### src/rtl/grid_nearest_zero_distance_map_core_defines.svh
// Assertion macros shared by the distance map RTL.
// Both macros sample on clk and are disabled while rst_n is low.
`ifndef GRID_NEAREST_ZERO_DISTANCE_MAP_CORE_DEFINES_SVH
`define GRID_NEAREST_ZERO_DISTANCE_MAP_CORE_DEFINES_SVH

// Same-cycle implication.
`define GNDM_ASSERT_IMPL(label, ante, cons) \
  label: assert property (@(posedge clk) disable iff (!rst_n) (ante) |-> (cons)) \
    else $error("gndm assertion failed");

// Next-cycle implication.
`define GNDM_ASSERT_NEXT(label, ante, cons) \
  label: assert property (@(posedge clk) disable iff (!rst_n) (ante) |=> (cons)) \
    else $error("gndm assertion failed");

`endif

### src/rtl/gndm_pkg.sv
package gndm_pkg;

  localparam int MAX_ROWS = 8;
  localparam int MAX_COLS = 8;
  localparam int DEPTH    = MAX_ROWS * MAX_COLS;
  localparam int ADDR_W   = $clog2(DEPTH);
  localparam int CNT_W    = ADDR_W + 1;
  localparam int IDX_W    = 3;
  localparam int DIM_W    = 4;
  localparam int DIST_W   = 5;
  localparam int OUT_DIST_W = 4;

  typedef logic [ADDR_W-1:0] addr_t;
  typedef logic [CNT_W-1:0]  cnt_t;
  typedef logic [IDX_W-1:0]  idx_t;
  typedef logic [DIM_W-1:0]  dim_t;
  typedef logic [DIST_W-1:0] dist_t;

  // Saturation value for a cell with no target seen yet.
  localparam dist_t FAR_AWAY = dist_t'(31);

  // Configuration register indexes.
  localparam logic REG_GRID_ROWS = 1'b0;
  localparam logic REG_GRID_COLS = 1'b1;

  // Requests from the pass engine to the distance RAM.
  typedef struct packed {
    logic  we;
    addr_t wa;
    dist_t wd;
    addr_t ra;
    addr_t rb;
  } dist_ram_req_t;

  function automatic dim_t clamp_dim(dim_t v, dim_t hi);
    dim_t res;
    res = v;
    if (v == '0) begin
      res = dim_t'(1);
    end else if (v > hi) begin
      res = hi;
    end
    return res;
  endfunction

  // Candidate through a neighbor is its distance plus one, saturated.
  function automatic dist_t near_plus_one(dist_t cur, dist_t nb);
    logic [DIST_W:0] cand;
    dist_t           res;
    cand = {1'b0, nb} + (DIST_W + 1)'(1);
    if (cand > {1'b0, FAR_AWAY}) begin
      cand = {1'b0, FAR_AWAY};
    end
    res = (cand[DIST_W-1:0] < cur) ? cand[DIST_W-1:0] : cur;
    return res;
  endfunction

endpackage

### src/rtl/gndm_dist_ram.sv
module gndm_dist_ram (
  input  logic                   clk,
  input  gndm_pkg::dist_ram_req_t req,
  output gndm_pkg::dist_t        rd_a,
  output gndm_pkg::dist_t        rd_b
);

  gndm_pkg::dist_t mem_r [gndm_pkg::DEPTH];
  gndm_pkg::dist_t rd_a_r;
  gndm_pkg::dist_t rd_b_r;

  // A read of the entry written in the same cycle returns the new data.
  always_ff @(posedge clk) begin
    if (req.we) begin
      mem_r[req.wa] <= req.wd;
    end
    rd_a_r <= (req.we && (req.wa == req.ra)) ? req.wd : mem_r[req.ra];
    rd_b_r <= (req.we && (req.wa == req.rb)) ? req.wd : mem_r[req.rb];
  end

  assign rd_a = rd_a_r;
  assign rd_b = rd_b_r;

endmodule

### src/rtl/gndm_pass_engine.sv
`include "grid_nearest_zero_distance_map_core_defines.svh"

module gndm_pass_engine (
  input  logic                    clk,
  input  logic                    rst_n,
  input  logic                    start,
  input  gndm_pkg::dim_t          rows,
  input  gndm_pkg::dim_t          cols,
  input  logic                    cell_rd,
  input  gndm_pkg::dist_t         rd_a,
  input  gndm_pkg::dist_t         rd_b,
  output gndm_pkg::addr_t         cell_ra,
  output gndm_pkg::dist_ram_req_t req,
  output logic                    done
);

  typedef enum logic [1:0] {ST_IDLE, ST_FWD, ST_BWD} state_t;

  state_t           state_r;
  gndm_pkg::dim_t   rows_r;
  gndm_pkg::dim_t   cols_r;
  gndm_pkg::idx_t   row_r;
  gndm_pkg::idx_t   col_r;
  gndm_pkg::addr_t  k_r;

  logic             cmp_v_r;
  logic             cmp_bwd_r;
  logic             cmp_has_v_r;
  logic             cmp_has_h_r;
  logic             cmp_last_r;
  gndm_pkg::addr_t  cmp_k_r;
  gndm_pkg::dist_t  prev_r;
  logic             done_r;

  gndm_pkg::idx_t   rows_m1;
  gndm_pkg::idx_t   cols_m1;
  logic             issuing;
  logic             row_end;
  logic             grid_end;
  gndm_pkg::dist_t  d_cmp;

  assign rows_m1  = gndm_pkg::idx_t'(rows_r - gndm_pkg::dim_t'(1));
  assign cols_m1  = gndm_pkg::idx_t'(cols_r - gndm_pkg::dim_t'(1));
  assign issuing  = (state_r == ST_FWD) || (state_r == ST_BWD);
  assign row_end  = (state_r == ST_FWD) ? (col_r == cols_m1) : (col_r == '0);
  assign grid_end = (state_r == ST_FWD) ? (row_end && (row_r == rows_m1))
                                        : (row_end && (row_r == '0));

  // Forward pass reads the cell above, backward pass the cell below and itself.
  always_comb begin
    cell_ra = k_r;
    req.we  = cmp_v_r;
    req.wa  = cmp_k_r;
    req.wd  = d_cmp;
    req.ra  = k_r;
    if (state_r == ST_BWD) begin
      req.rb = k_r + gndm_pkg::addr_t'(cols_r);
    end else begin
      req.rb = k_r - gndm_pkg::addr_t'(cols_r);
    end
  end

  // The horizontal neighbor is the value computed in the previous cycle.
  always_comb begin
    d_cmp = cmp_bwd_r ? rd_a : (cell_rd ? gndm_pkg::FAR_AWAY : '0);
    if (cmp_has_v_r) begin
      d_cmp = gndm_pkg::near_plus_one(d_cmp, rd_b);
    end
    if (cmp_has_h_r) begin
      d_cmp = gndm_pkg::near_plus_one(d_cmp, prev_r);
    end
  end

  assign done   = done_r;

  always_ff @(posedge clk) begin
    if (!rst_n) begin
      state_r <= ST_IDLE;
      cmp_v_r <= 1'b0;
      done_r  <= 1'b0;
    end else begin
      cmp_v_r <= issuing;
      done_r  <= cmp_v_r && cmp_last_r;
      unique case (state_r)
        ST_IDLE: begin
          if (start) begin
            state_r <= ST_FWD;
          end
        end
        ST_FWD: begin
          if (grid_end) begin
            state_r <= ST_BWD;
          end
        end
        ST_BWD: begin
          if (grid_end) begin
            state_r <= ST_IDLE;
          end
        end
        default: state_r <= ST_IDLE;
      endcase
    end
  end

  always_ff @(posedge clk) begin
    if (state_r == ST_IDLE) begin
      rows_r <= rows;
      cols_r <= cols;
      row_r  <= '0;
      col_r  <= '0;
      k_r    <= '0;
    end else if (state_r == ST_FWD) begin
      // The last forward cell is also the first backward cell, so k holds.
      if (grid_end) begin
        row_r <= rows_m1;
        col_r <= cols_m1;
      end else begin
        k_r <= k_r + gndm_pkg::addr_t'(1);
        if (row_end) begin
          col_r <= '0;
          row_r <= row_r + gndm_pkg::idx_t'(1);
        end else begin
          col_r <= col_r + gndm_pkg::idx_t'(1);
        end
      end
    end else begin
      k_r <= k_r - gndm_pkg::addr_t'(1);
      if (row_end) begin
        col_r <= cols_m1;
        row_r <= row_r - gndm_pkg::idx_t'(1);
      end else begin
        col_r <= col_r - gndm_pkg::idx_t'(1);
      end
    end
    cmp_bwd_r <= (state_r == ST_BWD);
    cmp_k_r   <= k_r;
    cmp_last_r <= (state_r == ST_BWD) && grid_end;
    if (state_r == ST_BWD) begin
      cmp_has_v_r <= (row_r != rows_m1);
      cmp_has_h_r <= (col_r != cols_m1);
    end else begin
      cmp_has_v_r <= (row_r != '0);
      cmp_has_h_r <= (col_r != '0);
    end
    if (cmp_v_r) begin
      prev_r <= d_cmp;
    end
  end

  `GNDM_ASSERT_IMPL(a_start_idle, start, (state_r == ST_IDLE) && !cmp_v_r)
  `GNDM_ASSERT_IMPL(a_done_drained, done_r, !cmp_v_r && (state_r == ST_IDLE))
  `GNDM_ASSERT_IMPL(a_bwd_no_rise, cmp_v_r && cmp_bwd_r, d_cmp <= rd_a)

endmodule

### src/rtl/grid_nearest_zero_distance_map_core.sv
// City-block (4-connected) distance transform of a binary grid of up to 8 x 8
// cells. Cells arrive one per input transaction in row-major order, bit 0 of
// in_tdata, at one per cycle while the block is loading; the grid size comes
// from grid_rows (index 0) and grid_cols (index 1), where 0 counts as 1 and
// values above 8 count as 8. After the last cell, a forward and a backward
// raster pass run over the distance RAM, and the block then sends one result
// per cell in row-major order, reading each from the RAM before loading it
// into the output register; tlast marks the final cell. If the grid held no
// zero cell, every result has found (tuser) cleared and distance zero. Input
// is taken again as soon as the last result is in the output register.
`include "grid_nearest_zero_distance_map_core_defines.svh"

module grid_nearest_zero_distance_map_core (
  input  logic        clk,
  input  logic        rst_n,
  input  logic        cfg_we,
  input  logic        cfg_addr,
  input  logic [3:0]  cfg_wdata,
  input  logic        in_tvalid,
  output logic        in_tready,
  input  logic [7:0]  in_tdata,   // [0] cell_value, [7:1] zero
  output logic        out_tvalid,
  input  logic        out_tready,
  output logic [15:0] out_tdata,  // [2:0] out_row, [5:3] out_col, [9:6] distance, [15:10] zero
  output logic        out_tuser,  // [0] found
  output logic        out_tlast
);

  typedef enum logic [1:0] {ST_LOAD, ST_PASS, ST_EMIT_RD, ST_EMIT_LD} state_t;

  state_t                  state_r;
  gndm_pkg::dim_t          rows_r;
  gndm_pkg::dim_t          cols_r;
  gndm_pkg::cnt_t          load_cnt_r;
  logic                    any_zero_r;
  gndm_pkg::idx_t          em_row_r;
  gndm_pkg::idx_t          em_col_r;
  gndm_pkg::addr_t         em_k_r;

  logic                    out_valid_r;
  gndm_pkg::idx_t          out_row_r;
  gndm_pkg::idx_t          out_col_r;
  logic [gndm_pkg::OUT_DIST_W-1:0] out_dist_r;
  logic                    out_found_r;
  logic                    out_last_r;

  logic                    cell_mem_r [gndm_pkg::DEPTH];
  logic                    cell_rd_r;

  gndm_pkg::cnt_t          total;
  gndm_pkg::cnt_t          cnt_inc;
  gndm_pkg::idx_t          rows_m1;
  gndm_pkg::idx_t          cols_m1;
  logic                    in_acc;
  logic                    grid_done;
  logic                    emitting;
  logic                    out_load;
  logic                    emit_last;

  gndm_pkg::addr_t         cell_ra;
  gndm_pkg::dist_ram_req_t eng_req;
  gndm_pkg::dist_ram_req_t ram_req;
  gndm_pkg::dist_t         rd_a;
  gndm_pkg::dist_t         rd_b;
  logic                    eng_done;

  assign total     = gndm_pkg::cnt_t'(rows_r) * gndm_pkg::cnt_t'(cols_r);
  assign cnt_inc   = load_cnt_r + gndm_pkg::cnt_t'(1);
  assign rows_m1   = gndm_pkg::idx_t'(rows_r - gndm_pkg::dim_t'(1));
  assign cols_m1   = gndm_pkg::idx_t'(cols_r - gndm_pkg::dim_t'(1));
  assign in_tready = (state_r == ST_LOAD);
  assign in_acc    = in_tvalid && in_tready;
  assign grid_done = cnt_inc >= total;
  assign emitting  = (state_r == ST_EMIT_RD) || (state_r == ST_EMIT_LD);
  assign out_load  = (state_r == ST_EMIT_LD) && (!out_valid_r || out_tready);
  assign emit_last = (em_row_r == rows_m1) && (em_col_r == cols_m1);

  always_comb begin
    ram_req = eng_req;
    if (emitting) begin
      ram_req.ra = em_k_r;
    end
  end

  gndm_pass_engine u_engine (
    .clk     (clk),
    .rst_n   (rst_n),
    .start   ((state_r == ST_LOAD) && in_acc && grid_done),
    .rows    (rows_r),
    .cols    (cols_r),
    .cell_rd (cell_rd_r),
    .rd_a    (rd_a),
    .rd_b    (rd_b),
    .cell_ra (cell_ra),
    .req     (eng_req),
    .done    (eng_done)
  );

  gndm_dist_ram u_dist_ram (
    .clk  (clk),
    .req  (ram_req),
    .rd_a (rd_a),
    .rd_b (rd_b)
  );

  always_ff @(posedge clk) begin
    if (in_acc) begin
      cell_mem_r[load_cnt_r[gndm_pkg::ADDR_W-1:0]] <= in_tdata[0];
    end
    cell_rd_r <= cell_mem_r[cell_ra];
  end

  always_ff @(posedge clk) begin
    if (!rst_n) begin
      state_r     <= ST_LOAD;
      rows_r      <= gndm_pkg::dim_t'(gndm_pkg::MAX_ROWS);
      cols_r      <= gndm_pkg::dim_t'(gndm_pkg::MAX_COLS);
      load_cnt_r  <= '0;
      any_zero_r  <= 1'b0;
      out_valid_r <= 1'b0;
    end else begin
      if (cfg_we) begin
        unique case (cfg_addr)
          gndm_pkg::REG_GRID_ROWS:
            rows_r <= gndm_pkg::clamp_dim(cfg_wdata, gndm_pkg::dim_t'(gndm_pkg::MAX_ROWS));
          gndm_pkg::REG_GRID_COLS:
            cols_r <= gndm_pkg::clamp_dim(cfg_wdata, gndm_pkg::dim_t'(gndm_pkg::MAX_COLS));
          default: ;
        endcase
      end

      if (out_load) begin
        out_valid_r <= 1'b1;
      end else if (out_tready) begin
        out_valid_r <= 1'b0;
      end

      unique case (state_r)
        ST_LOAD: begin
          if (in_acc) begin
            if (!in_tdata[0]) begin
              any_zero_r <= 1'b1;
            end
            if (grid_done) begin
              load_cnt_r <= '0;
              state_r    <= ST_PASS;
            end else begin
              load_cnt_r <= cnt_inc;
            end
          end
        end
        ST_PASS: begin
          if (eng_done) begin
            state_r <= ST_EMIT_RD;
          end
        end
        ST_EMIT_RD: begin
          state_r <= ST_EMIT_LD;
        end
        ST_EMIT_LD: begin
          if (out_load) begin
            if (emit_last) begin
              any_zero_r <= 1'b0;
              state_r    <= ST_LOAD;
            end else begin
              state_r <= ST_EMIT_RD;
            end
          end
        end
        default: state_r <= ST_LOAD;
      endcase
    end
  end

  // Result payload and the emission walk need no reset.
  always_ff @(posedge clk) begin
    if (state_r == ST_PASS) begin
      em_row_r <= '0;
      em_col_r <= '0;
      em_k_r   <= '0;
    end else if (out_load) begin
      em_k_r <= em_k_r + gndm_pkg::addr_t'(1);
      if (em_col_r == cols_m1) begin
        em_col_r <= '0;
        em_row_r <= em_row_r + gndm_pkg::idx_t'(1);
      end else begin
        em_col_r <= em_col_r + gndm_pkg::idx_t'(1);
      end
    end
    if (out_load) begin
      out_row_r   <= em_row_r;
      out_col_r   <= em_col_r;
      out_dist_r  <= any_zero_r ? rd_a[gndm_pkg::OUT_DIST_W-1:0] : '0;
      out_found_r <= any_zero_r;
      out_last_r  <= emit_last;
    end
  end

  assign out_tvalid = out_valid_r;
  assign out_tdata  = {6'b0, out_dist_r, out_col_r, out_row_r};
  assign out_tuser  = out_found_r;
  assign out_tlast  = out_last_r;

  `GNDM_ASSERT_IMPL(a_load_in_range, in_acc, load_cnt_r < gndm_pkg::cnt_t'(gndm_pkg::DEPTH))
  `GNDM_ASSERT_IMPL(a_done_in_pass, eng_done, state_r == ST_PASS)
  `GNDM_ASSERT_NEXT(a_last_returns, out_load && emit_last, (state_r == ST_LOAD) && !any_zero_r)

endmodule

### config.mk
export PLATFORM = sky130hd
export DESIGN_NAME = grid_nearest_zero_distance_map_core
export DESIGN_NICKNAME = d
export VERILOG_FILES = /design/src/rtl/gndm_pkg.sv /design/src/rtl/gndm_dist_ram.sv /design/src/rtl/gndm_pass_engine.sv /design/src/rtl/grid_nearest_zero_distance_map_core.sv
export VERILOG_INCLUDE_DIRS = /design/src /design/src/rtl
export SDC_FILE = /design/constraint.sdc
export NUM_CORES = 1
export LEC_CHECK = 0
export BUFFER_PORTS_ARGS = -buffer_cell sky130_fd_sc_hd__clkbuf_2
export CORE_MARGIN = 3
export CORE_UTILIZATION = 45
export CTS_CLUSTER_SIZE = 16
export DETAILED_ROUTE_END_ITERATION = 16
export SYNTH_ARGS = -nofsm -noshare
export SYNTH_HDL_FRONTEND = slang
export SYNTH_SLANG_ARGS = --single-unit
### constraint.sdc
create_clock -name clk -period 6.9 [get_ports clk]
set_clock_uncertainty 0.1 [all_clocks]
set_input_delay 1.035 -clock clk [delete_from_list [all_inputs] [get_ports clk]]
set_output_delay 1.035 -clock clk [all_outputs]
set_load 0.02 [all_outputs]
Word level (Yosys, flattened, before mapping)
Memory sizes are Yosys's and may differ from the RTL's. A register that Yosys moved wholly into a read port is not among the register bits.
Index checks and enable logic that the tools add are counted.
{"block": "totals", "regBits": 81, "ramBits": 384, "inputBits": 18, "output_inout_bits": 20, "n_memories": 2}
{"block": "classes", "n_addsub": 18, "n_mul": 1, "order_cmp": 6, "n_eq_ne": 21, "muxes": 51, "bitwise": 1, "n_reduce_logical": 32}
{"memory": "u_dist_ram.mem_r", "depth": 64, "word_bits": 5, "read_ports": 2, "rd_clocked_by_memory_dff": 2, "wr": 1, "line_no": "gndm_dist_ram.sv:8", "text": "gndm_pkg::dist_t mem_r [gndm_pkg::DEPTH];"}
{"memory": "cell_mem_r", "depth": 64, "word_bits": 1, "read_ports": 1, "rd_clocked_by_memory_dff": 1, "wr": 1, "line_no": "grid_nearest_zero_distance_map_core.sv:47", "text": "logic cell_mem_r [gndm_pkg::DEPTH];"}
{"op": "$mux 5", "count": 10}
{"op": "$mux 3", "count": 9}
{"op": "$mux 6", "count": 4}
{"op": "$sub 3x1->3 const B", "count": 6}
{"op": "$mux 2", "count": 8}
{"op": "$mux 1", "count": 14}
{"op": "$add 3x1->3 const B", "count": 4}
{"op": "$add 5x1->6 const B", "count": 2}
{"op": "$add 6x1->6 const B", "count": 2}
{"op": "$eq 3x3->1", "count": 4}
{"op": "$gt 6x5->1 const B", "count": 2}
{"op": "$ne 2x1->1 const B", "count": 6}
{"op": "$lt 5x5->1", "count": 2}
{"op": "$reduce_and 2->1", "count": 5}
{"op": "$logic_and 1x1->1", "count": 9}
{"op": "$mux 4", "count": 2}
{"op": "$ne 2x2->1 const B", "count": 4}
{"op": "$pmux 2 s4", "count": 1}
{"op": "$reduce_bool 2->1", "count": 4}
{"op": "$add 7x1->7 const B", "count": 1}
{"op": "$ge 7x7->1", "count": 1}
{"op": "$mul 4x4->7", "count": 1}
{"op": "$mux 7", "count": 1}
{"op": "$add 6x4->6", "count": 1}
{"op": "18 further kinds", "count": 27}

Logic depth before layout (Yosys ltp)
{"block": "depth", "word_depth": 10, "mapped_depth": 29, "depth_no_buf": 25}

By module
From an unflattened synthesis, not the netlist that was laid out.
{"block": "hier_totals", "hier_cells": 1618, "hier_area_um2": 23719.0}
{"mod": "gndm_dist_ram", "n_inst": 1, "cells_each": 854, "area_per_inst_um2": 15581.2, "seq_area_each_um2": 9849.4}
{"mod": "grid_nearest_zero_distance_map_core", "n_inst": 1, "cells_each": 472, "area_per_inst_um2": 5410.2, "seq_area_each_um2": 2922.8}
{"mod": "gndm_pass_engine", "n_inst": 1, "cells_each": 292, "area_per_inst_um2": 2727.6, "seq_area_each_um2": 880.8}

Least setup slack after synthesis
OpenSTA, ideal clock, no wires.
{"block": "synth_path", "path_type": "register to register", "startpoint": "register (tool-made name)", "endpoint": "memory u_dist_ram.mem_r[0][2] (netlist bit) (data pin)", "setup_time_ns": 0.569, "arrival_time_ns": 6.926, "setup_slack_ns": -0.695, "path_stages_with_launch": 25, "n_path_buf": 4, "period_less_slack_ns": 7.595, "path_cell_list": "dfxtp_1 > buf_2 > buf_1 > clkbuf_1 > clkbuf_1 > mux4_2 > mux4_2 > a21o_1 > inv_1 > ha_1 > a21oi_1 > nor2b_1 > o21ai_0 > nand3b_1 > or2_2 > a41oi_2 > a21oi_2 > mux2i_1 > ha_1 > a21oi_1 > nor2b_1 > o21ai_0 > o2111ai_1 > a21oi_4 > mux2i_1"}
{"item": "end, declared", "line_no": "gndm_dist_ram.sv:8"}

==> results.md <==
- FP Rows: 83
- Layout area overhead: 11.6%
- Sw power: 2.79 mW
- # nets final: 1653
- Die height: 235 um
- Worst Reg-to-Reg Cells: 24
- Initial antenna violation count: 1
- Worst skew pair latency: 0.59 ns
- Place WS: 0.188 ns
- CP startpoint kind: register
- Remaining Overflow, GRT: 0
- Max frequency: 0.152 GHz
- Avg Inst Size Synth: 15.3 um2
- Via count: 13788
- Avg WL per Cell: 25.6 um
- Async S/R FF share, synth: 0%
- Final setup viols: 0
- Fin. Hold Viols: 0
- DR DRC count: 0
- Root Driver: clkbuf_16
- Clk pwr share: 30.0%
- Final Instance Area: 26200 um2
- CTS Hold Bufs: 0
- GRT Overall Usage: 21.1%
- Layout Cells excl Fill: 2298
- Multi-input logic area: 9230 um2
- Util after Layout: 51.0%
- Pin count of the biggest net entering global routing: 66
- Vias in the first global route: 13894
- Post-synth EDFFs: 408
- Io pins: 38
- ANT nets after route: 0
- Ys Warns: 0
- Sequential Area: 13700 um2
- Worst EP required: 7.23 ns
- Die Area: 55100 um2
- CTS max path bufs: 3
- Final TNS setup: 0 ns
- Net Sw Frac: 30.4%
- Final Max Slew Viols: 0
- Area after DPL: 24400 um2
- Core area: 51500 um2
- Synth cell types: 77
- Initial core utilization: 45.7%
- Final worst slack: 0.311 ns
- Critical path class: reg2reg
- Min Hold Slack: 0.382 ns
- Htree depth: 2
- Arr. time, crit path: 6.92 ns
- CTS Buf Count: 50
- Worst vdd ir: 275 uV
- First-pass GRT wire length: 87700 um
- Ys flop type: edfxtp_1
- Dpl hpwl: 39300 um
- Lkg Pwr: 8.57 nW
- Combinational fraction of design power: 28.4%
- Die span in x: 235 um
- Sequential area share after synthesis: 58.0%
- Placed cells: 2193
- Synth Register Bits: 478
- Crit path capture type: register
- Hold Path Stages: 0
- CTS tree: yes
- Relative slew slack: 28.7%
- Sequential power share: 41.6%
- Filler Cell Count: 4361
- Port Buffers: 24
- Initial DRC count: 1380
- CTS Sinks: 478
- Hold/Removal Path Class: reg2reg
- DRT Pass-1 Iters: 5
- Internal: 6.40 mW
- Tcrit/Tclk final: 95.5%
- Final min period: 6.59 ns
- Cells after Synth: 1537
- Layout cell share with drive strength beyond 1: 23.9%
- Worst Max-Slew Pin Slew: 1.07 ns
- Clock transition at path regs: 0.06 ns
- MaxCap Viol Count: 0
- Routed wire length: 58800 um
- Design Power: 9.20 mW
- Ratio of routed vias to standard cells: 6.00
- Pwr dens: 350 nW/um2
- Outcome: finished clean
- Cell area after synthesis: 23500 um2
- CP max FO: 32
- GP Congestion: 0.873
-- cells in the mapped netlist (17+ instances only) --
cell,number,area share (%)
mux2i_1,54,2.3
dfxtp_1,70,6.0
inv_1,45,0.72
nand3_1,33,0.70
buf_2,21,0.45
nor2b_1,22,0.59
a21oi_1,50,1.1
xnor2_1,32,1.2
nand2_1,61,0.97
nor2_1,203,3.2
edfxtp_1,408,52
xor2_1,17,0.63
mux4_2,184,18
clkbuf_1,31,0.49
mux2_2,22,1.1
ha_1,53,2.8
-- flip-flops by register name, indices dropped and copies added, names as in the netlist, 5 cells and up, named ones only --
| register | cells |
|---|---|
| cell_mem_r | 64 |
| em_k_r | 6 |
| load_cnt_r | 7 |
| u_dist_ram.mem_r | 320 |
| u_engine.cell_ra | 6 |
| u_engine.cmp_k_r | 6 |
| u_engine.prev_r | 5 |
-- critical path, stage by stage, from the launching register on --
cell and delay [ns]:
dfxtp_4 0.52, mux4_1 0.63, mux4_2 0.51, and2_4 0.18
o21ai_2 0.20, o41ai_2 0.17, a41oi_1 0.27, mux2i_1 0.15
ha_1 0.35, a21oi_1 0.16, nor2b_1 0.06, o21ai_0 0.15
nand3b_1 0.13, or2_2 0.30, a41oi_2 0.21, a21oi_2 0.14
mux2i_1 0.32, ha_1 0.32, nor2b_1 0.13, o21ai_0 0.16
o2111ai_1 0.19, a21oi_4 0.18, buf_4 0.22, mux2i_4 0.37
clkbuf_16 0.28
-- area by class of cell --
type / instances / area share, %
diodes: 2 / 0.0191
clock buffers: 74 / 5.39
clock inverters: 18 / 0.958
inverters: 47 / 0.672
multi-input cells: 925 / 35.1
flip-flops and latches: 478 / 52.1
well taps: 680 / 3.24
repair buffers: 74 / 2.47
-- logic make-up (layout without fill, tap and decap cells) --
kind of cell               Yosys count  in the layout  share of synthesized area [%]
AOI/OAI and AO/OA                  143            143                           4.15
xor gates and xnor gates            49             49                           1.82
adders and majority gates           59             59                           3.33
buffers and inverters              139            213                           3.13
DFF                                478            478                           58.0
muxes                              268            268                           21.8
other                                1              8                         0.0159
and+or+nand+nor                    400            400                           7.75
-- cell usage in the layout, fill, tap and decap left out, types with 16 or more instances in the layout --
cell type,instances
a21oi_1,50
buf_4,37
clkbuf_1,19
clkbuf_16,53
clkbuf_2,24
dfxtp_1,62
edfxtp_1,408
ha_1,53
inv_1,45
mux2_2,22
mux2i_1,50
mux4_2,184
nand2_1,61
nand2b_1,16
nand3_1,33
nor2_1,202
nor2b_1,22
xnor2_1,32
xor2_1,17
-- path summary, 6_finish.rpt --
path                            start                       to  slack (ns)
setup / recovery             register  u_dist_ram.mem_r[55][0]        0.31
hold / removal    u_engine.cell_ra[1]      u_engine.cmp_k_r[1]        0.38
setup reg to reg             register  u_dist_ram.mem_r[55][0]        0.31
hold reg to reg   u_engine.cell_ra[1]      u_engine.cmp_k_r[1]        0.38
-- repair_timing --
item | in CTS | in global routing
resized for setup | 0 | 5
setup endpoints to repair | 0 | 324
buffers inserted | 0 | 10
-- power groups by stage --
stage | clock, mW | sequential (mW) | combinational (mW)
after floorplan | 0 | 3.82 | 1.70
after global placement | 0 | 3.91 | 2.41
after detailed placement | 0 | 3.91 | 2.48
after CTS | 2.81 | 3.85 | 2.48
after global routing | 2.93 | 3.83 | 2.80
final | 2.76 | 3.83 | 2.61
-- layer usage --
layer / vias to the layer above / track usage, % / wire, um
li1: 6060 / - / -
met4: 0 / 6.53 / 1580
met1: 7179 / 28.9 / 24400
met2: 464 / 34.8 / 29000
met5: - / 0 / 0
met3: 85 / 3.50 / 3740
No activity file was read; power rests on OpenSTA's default activity.
